<file path="src/design/lsc_pkg.sv">
package lsc_pkg;

    localparam int NODES_DEFAULT = 5;
    localparam int TABLE_NODES   = 5;
    localparam int OUT_FRAC_BITS = 30;

    localparam int Y_FRAC = 30;
    localparam int Q_W    = 27;
    localparam int W_W    = Q_W + 1;
    localparam int PW     = 34;
    localparam int CW     = 32;

    localparam logic [31:0] TWO_OVER_PI = 32'hA2F9836E;
    localparam longint      P_LIMIT     = 64'sd1 << 32;
    localparam longint      Y_ONE       = 64'sd1 << Y_FRAC;

    typedef struct packed {
        logic           vld;
        logic           neg;
        logic [W_W-1:0] w;
    } tag_t;

    function automatic int node_count(input int n);
        int c;
        c = n;
        if (c > TABLE_NODES) c = TABLE_NODES;
        if (c < 1) c = 1;
        return c;
    endfunction

    // node positions in sixths of a quarter turn
    function automatic int node_sixths(input int idx);
        int r;
        case (idx)
            0:       r = 0;
            1:       r = 2;
            2:       r = 3;
            3:       r = 4;
            default: r = 6;
        endcase
        return r;
    endfunction

    // sine at the nodes, Q30
    function automatic int node_y(input int idx);
        int r;
        case (idx)
            0:       r = 0;
            1:       r = 536870912;
            2:       r = 759250125;
            3:       r = 929887697;
            default: r = 1073741824;
        endcase
        return r;
    endfunction

endpackage

</file>
<file path="src/design/lsc_nev_level.sv">
// One Neville level: p_i = trunc(p_(i+1) + c * (p_(i+1) - p_i) / 2^sh), saturated
module lsc_nev_level #(
    parameter int K   = 1,
    parameter int CNT = 1
) (
    input  logic                              aclk,
    input  logic                              aresetn,
    input  lsc_pkg::tag_t                     in_tag,
    output logic                              in_ready,
    input  logic [CNT:0][lsc_pkg::PW-1:0]     p_in,
    output lsc_pkg::tag_t                     out_tag,
    input  logic                              out_ready,
    output logic [CNT-1:0][lsc_pkg::PW-1:0]   p_out
);

    localparam int PW = lsc_pkg::PW;
    localparam int CW = lsc_pkg::CW;

    lsc_pkg::tag_t tag_a_reg;
    lsc_pkg::tag_t tag_b_reg;
    logic          rdy_a;
    logic          rdy_b;

    assign rdy_b    = !tag_b_reg.vld || out_ready;
    assign rdy_a    = !tag_a_reg.vld || rdy_b;
    assign in_ready = rdy_a;
    assign out_tag  = tag_b_reg;

    always_ff @(posedge aclk) begin
        if (!aresetn) begin
            tag_a_reg.vld <= 1'b0;
            tag_b_reg.vld <= 1'b0;
        end else begin
            if (rdy_a) tag_a_reg <= in_tag;
            if (rdy_b) tag_b_reg <= tag_a_reg;
        end
    end

    for (genvar i = 0; i < CNT; i++) begin : g_pt
        localparam int SJ    = lsc_pkg::node_sixths(i + K);
        localparam int SI    = lsc_pkg::node_sixths(i);
        localparam int D     = SJ - SI;
        // where d holds a factor three, so does the node distance
        localparam bit THIRD = (D % 3) == 0;
        localparam int CM    = THIRD ? 2 : 6;
        localparam int CO    = THIRD ? SJ / 3 : SJ;
        localparam int DP    = THIRD ? D / 3 : D;
        localparam int SH    = lsc_pkg::Q_W + $clog2(DP);

        logic signed [CW-1:0] c;
        logic signed [PW:0]   dlt;
        logic signed [63:0]   prod_next;
        logic signed [63:0]   prod_reg;
        logic signed [PW-1:0] phi_reg;
        logic signed [39:0]   fl;
        logic signed [39:0]   sm;
        logic signed [39:0]   rs;
        logic                 rem;
        logic signed [PW-1:0] pv_next;
        logic signed [PW-1:0] pv_reg;

        assign c = $signed(CW'(CM) * CW'(in_tag.w)) - $signed(CW'(CO) << lsc_pkg::Q_W);
        assign dlt = $signed({p_in[i+1][PW-1], p_in[i+1]}) - $signed({p_in[i][PW-1], p_in[i]});
        assign prod_next = 64'(c) * 64'(dlt);

        always_ff @(posedge aclk) begin
            if (rdy_a) begin
                prod_reg <= prod_next;
                phi_reg  <= $signed(p_in[i+1]);
            end
        end

        assign fl  = 40'(prod_reg >>> SH);
        assign rem = |prod_reg[SH-1:0];
        assign sm  = 40'(phi_reg) + fl;

        always_comb begin
            rs = (sm < 0 && rem) ? sm + 40'sd1 : sm;
            if (rs > 40'(lsc_pkg::P_LIMIT)) begin
                rs = 40'(lsc_pkg::P_LIMIT);
            end else if (rs < -40'(lsc_pkg::P_LIMIT)) begin
                rs = -40'(lsc_pkg::P_LIMIT);
            end
            pv_next = PW'(rs);
        end

        always_ff @(posedge aclk) begin
            if (rdy_b) pv_reg <= pv_next;
        end

        assign p_out[i] = pv_reg;
    end

endmodule

</file>
<file path="config.mk">
export PLATFORM = sky130hd
export DESIGN_NAME = lsc_nev_level
export DESIGN_NICKNAME = d
export VERILOG_FILES = /design/src/design/lsc_pkg.sv /design/src/design/lsc_nev_level.sv
export SDC_FILE = /design/constraint.sdc
export NUM_CORES = 2
export LEC_CHECK = 0
export BUFFER_PORTS_ARGS = -buffer_cell sky130_fd_sc_hd__buf_2
export CORE_MARGIN = 4
export CORE_UTILIZATION = 35
export DETAILED_ROUTE_END_ITERATION = 10
export GPL_TIMING_DRIVEN = 0
export PLACE_DENSITY_LB_ADDON = 0.08
export SLEW_MARGIN = 20
export SYNTH_ARGS = -nofsm -noshare
export SYNTH_HDL_FRONTEND = slang
export SYNTH_SLANG_ARGS = --single-unit
</file>
<file path="constraint.sdc">
create_clock -name aclk -period 31.3 [get_ports aclk]
set_input_delay 0 -clock aclk [delete_from_list [all_inputs] [get_ports aclk]]
set_output_delay 0 -clock aclk [all_outputs]
set_load 0.01 [all_outputs]
</file>
Word-level counts from Yosys, hierarchy flattened --
Index checks and enable logic that the tools add are counted.
Operators by class: order comparisons 3, reduce and logical (&&, ||, !) cells 9, $mul 2, add/sub/neg operators 4, mux-type cells 2
Operators with widths (count):
- $mul 32x35->64 | 1
- $gt 40x34->1 const B | 1
- $lt 40x33->1 const B | 1
- $mux 40 | 1
- $add 37x2->38 const B | 1
- $add 34x36->37 | 1
- $lt 37x1->1 const B | 1
- $sub 34x34->35 | 1
- $mux 34 | 1
- $sub 31x29->32 const B | 1
- $mul 2x28->30 const A | 1
- $reduce_or 28->1 | 1
- $reduce_and 2->1 | 2
- $logic_not 1->1 | 2
- $logic_or 1x1->1 | 2
- $reduce_or 2->1 | 1
- $logic_and 1x1->1 | 1
Storage, ports and cells: output and inout port bits 65, input bits 101, word-level logic and storage cells 30, bits in registers 192

Longest topological paths before layout --
word-level depth 6, depth in mapped cells 48, mapped depth without buffers 45

Worst setup path after synthesis --
Ideal clock, no wire load.
path kind input-to-reg, from input p_in[34] (netlist bit), to register g_pt[0].prod_reg[61] (data pin), library setup time 0.265 ns, arrival 10.026 ns, buffers on the path 3, path slack 21.009 ns, stages on the path 43, cell sequence inv_1 -> ha_1 -> inv_1 -> fa_1 -> a211oi_1 -> o21bai_1 -> a311o_1 -> a21o_1 -> clkbuf_1 -> nand4_1 -> a31oi_1 -> a41oi_1 -> o21ai_0 -> a211o_1 -> clkbuf_1 -> clkbuf_1 -> nor2b_1 -> fa_1 -> (+7 left out) -> fa_1 -> inv_1 -> fa_1 -> inv_1 -> ha_1 -> a21oi_1 -> nor2b_1 -> o21a_1 -> o21a_1 -> o21ai_0 -> nand2b_1 -> a21oi_1 -> o31ai_1 -> a21o_1 -> a21o_1 -> a21oi_1 -> o21ai_0 -> xor2_1
Between the ends: cells in the longest elaborated chain, start to end 2
Ends and longest elaborated chain:
- start: declaration | line lsc_nev_level.sv:10 | input logic [CNT:0][lsc_pkg::PW-1:0] p_in,
- $sub 34x34->35 | line lsc_nev_level.sv:63 | assign dlt = $signed({p_in[i+1][PW-1], p_in[i+1]}) - $signed({p_in[i][PW-1], p_in[i]});
- $mul 32x35->64 | line lsc_nev_level.sv:64 | assign prod_next = 64'(c) * 64'(dlt);
- via g_pt[0].prod_next[61] | line lsc_nev_level.sv:52 | logic signed [63:0] prod_next;
- end signal: assignment | line lsc_nev_level.sv:68 | prod_reg <= prod_next;
- end: declaration | line lsc_nev_level.sv:53 | logic signed [63:0] prod_reg;
The timed path passes the listed nets, and every way through them passes these cells. A chain may end at the register's enable or synchronous reset.

Final worst setup path --
from input p_in[36] (netlist bit), to register g_pt[0].prod_reg[63] (data pin)
Same word-level chain as after synthesis.

==> results.py <==
metrics = {
    "timing": {
        "finalWorstSetupSlack_ns": 17.31,
        "period_needed_ns": 13.99,
        "max_freq_mhz": 71.5,
        "tightest_slew_ns": 1.25,
        "drv_slew": 0,
        "setup_viol": 0,
        "period_share_pct": 44.7,
        "final.setup.tns_ns": 0,
        "max_slew_margin_pct": 16.9,
        "fin_skew_ns": 0.0315,
        "hold_viol_final": 0,
        "rsz0062_at_grt": "no",
    },
    "min_path": {
        "hold_class": "in2reg",
    },
    "grt": {
        "grt-ovfl-total": 0,
        "grt_pass1_wl_um": 262000,
        "first_global_vias": 38932,
        "grt_use_total_pct": 24.6,
        "grt_antenna_before_repair": 7,
        "met3_usage_pct": 3.43,
        "grt.busiest_layer": "met2",
        "grt_max_degree": 52,
        "use_met2_pct": 39.5,
        "met1_usage_pct": 34.4,
    },
    "worst_setup_path": {
        "setup.worst_path.end_class": "register",
        "cp.arrival_ns": 14.25,
        "critPathKind": "in2reg",
        "crit_fanout": 10,
        "crit_slowest_cell": "clkbuf_1",
        "worstSetupStartpointType": "input port",
        "cp.required_ns": 31.56,
        "cpPeakStageDelay_ns": 0.69,
        "crit_top_cell": "fa_1",
    },
    "layout": {
        "drive_gt1_share_pct": 6.08,
        "final_cell_mix": "inv_1 (1196), fa_1 (1105), nand2_1 (823)",
        "syn2layout_area_growth_pct": 10.6,
        "finalNetCount": 7019,
        "fillers": 14440,
        "largest_register_ffs": 63,
        "layout_commonest_cell": "inv_1",
    },
    "synth": {
        "async_flop_share_pct": 0,
        "ys_warn_count": 0,
        "synth_area_leaders": "fa_1 (45%), edfxtp_1 (12%), inv_1 (9.1%)",
        "synth_edf_count": 189,
        "syn-instance-count": 5244,
        "synth_seq_area_share_pct": 11.6,
        "yosysTopAreaCell": "fa_1",
        "synth_flop_cell": "edfxtp_1",
        "synth_top_area_share_pct": 45.0,
        "ys_ff_latch": 191,
        "syn_nets": 6736,
        "yosysUniqueCellTypes": 89,
        "syn_area_per_cell_um2": 9.37,
        "netlist_area_um2": 49100,
    },
    "place": {
        "pre_cts_ws_ns": 16.97,
        "post-dp-hpwl_um": 152000,
        "gp_congestion": 0.940,
        "portBuffers": 165,
    },
    "clock_tree": {
        "cts.sinks": 191,
        "cts_resized": 0,
        "root_buffer": "clkbuf_16",
        "htree_levels": 4,
        "clock_latency_ns": 0.55,
        "cts_max_path_buffers": 2,
        "cts_hold_buf": 68,
        "cts_tree": "built",
        "post_cts_buffers": 0,
        "cts_made_buffers": 17,
        "clkTransAtPathRegs_ns": 0.08,
    },
    "floorplan": {
        "rows": 137,
        "die_w_um": 383,
        "dieHeight_um": 383,
        "core-area_um2": 140000,
        "die_area_um2": 146000,
        "initial_core_util_pct": 35.2,
        "pin_count": 166,
    },
    "detailed_routing": {
        "first_iter_violations": 2399,
        "drt-pass1-iter-count": 5,
        "via_count": 36796,
        "ant_nets": 0,
        "drcViolationCount": 0,
        "wl_per_cell_um": 23.7,
        "drt_wl_total_um": 176000,
        "viasPerCell": 4.96,
    },
    "flow_run": {
        "maxCapViolations": 0,
    },
    "run_status": {
        "status": "finished, final reports clean",
    },
}
==> cells in the mapped netlist, types with 17 or more instances <==
library cell	count
a211oi_1	29
a21o_1	62
a21oi_1	120
a31oi_1	20
and2_1	89
and3_1	17
clkbuf_1	202
edfxtp_1	189
fa_1	1105
ha_1	286
inv_1	1197
nand2_1	824
nand2b_1	81
nand3_1	42
nand4_1	17
nor2_1	218
nor2_2	20
nor2b_1	115
nor3_1	48
o21a_1	37
o21ai_0	68
o21bai_1	21
xnor2_1	142
xor2_1	70
==> final timing paths <==
path	cells after the start	slack, ns	start	end
max	44	17.31	p_in[36]	g_pt[0].prod_reg[63]
min	3	0.05	p_in[0]	g_pt[0].prod_reg[1]
max reg2reg	18	25.39	g_pt[0].prod_reg[53]	p_out[6]
min reg2reg	0	0.39	tag_a_reg[3]	out_tag[3]
==> critical path: cells and delay by family <==
| family | cells | cell delay (ns) |
|---|---|---|
| adder cells (fa/ha/maj) | 10 | 4.74 |
| buffers and inverters | 13 | 3.58 |
| AND/OR/NAND/NOR | 5 | 1.08 |
| XOR/XNOR | 2 | 0.30 |
| AO/OA/AOI/OAI | 14 | 4.46 |
==> cell families after synthesis <==
kind of cell	after synthesis	synth area share [%]
fa+ha+maj	1391	52.3
compound gates	480	6.71
xor+xnor	213	3.81
buf+inv	1407	10.8
simple gates	1548	14.5
mux	14	0.293
flops	191	11.6
==> layer usage <==
metal	wire [um]	share of wire, %
met1	78400	45
met2	81000	46
met3	10500	5.9
met4	6120	3.5
met5	0	0
==> cell type report <==
cell class	count	area, um^2	share of cell area (%)
Multi-Input combinational cell	3646	38400	70.7
Timing Repair Buffer	264	1940	3.57
Clock buffer	18	429	0.789
Buffer	210	820	1.51
Inverter	1197	4490	8.26
Tap cell	1876	2350	4.32
Antenna cell	3	7.51	0.0138
Sequential cell	191	5720	10.5
Clock inverter	14	188	0.345
==> per-stage QoR <==
| stage | instances | utilization [%] | hold slack (ns) | area [um^2] |
|---|---|---|---|---|
| after floorplan | 5244 | - | 0.0989 | 49100 |
| after global placement | 7285 | 37.5 | 0.180 | 52300 |
| after detailed placement | 7316 | 38.0 | 0.184 | 53100 |
| after CTS | 7416 | 39.0 | 0.0246 | 54400 |
| after global routing | 7416 | 39.0 | 0.0577 | 54400 |
| final | 7419 | 39.0 | 0.0518 | 54400 |
Power is not shown: default switching activity piles up to over one toggle a cycle in this logic, so the estimate is an artifact.
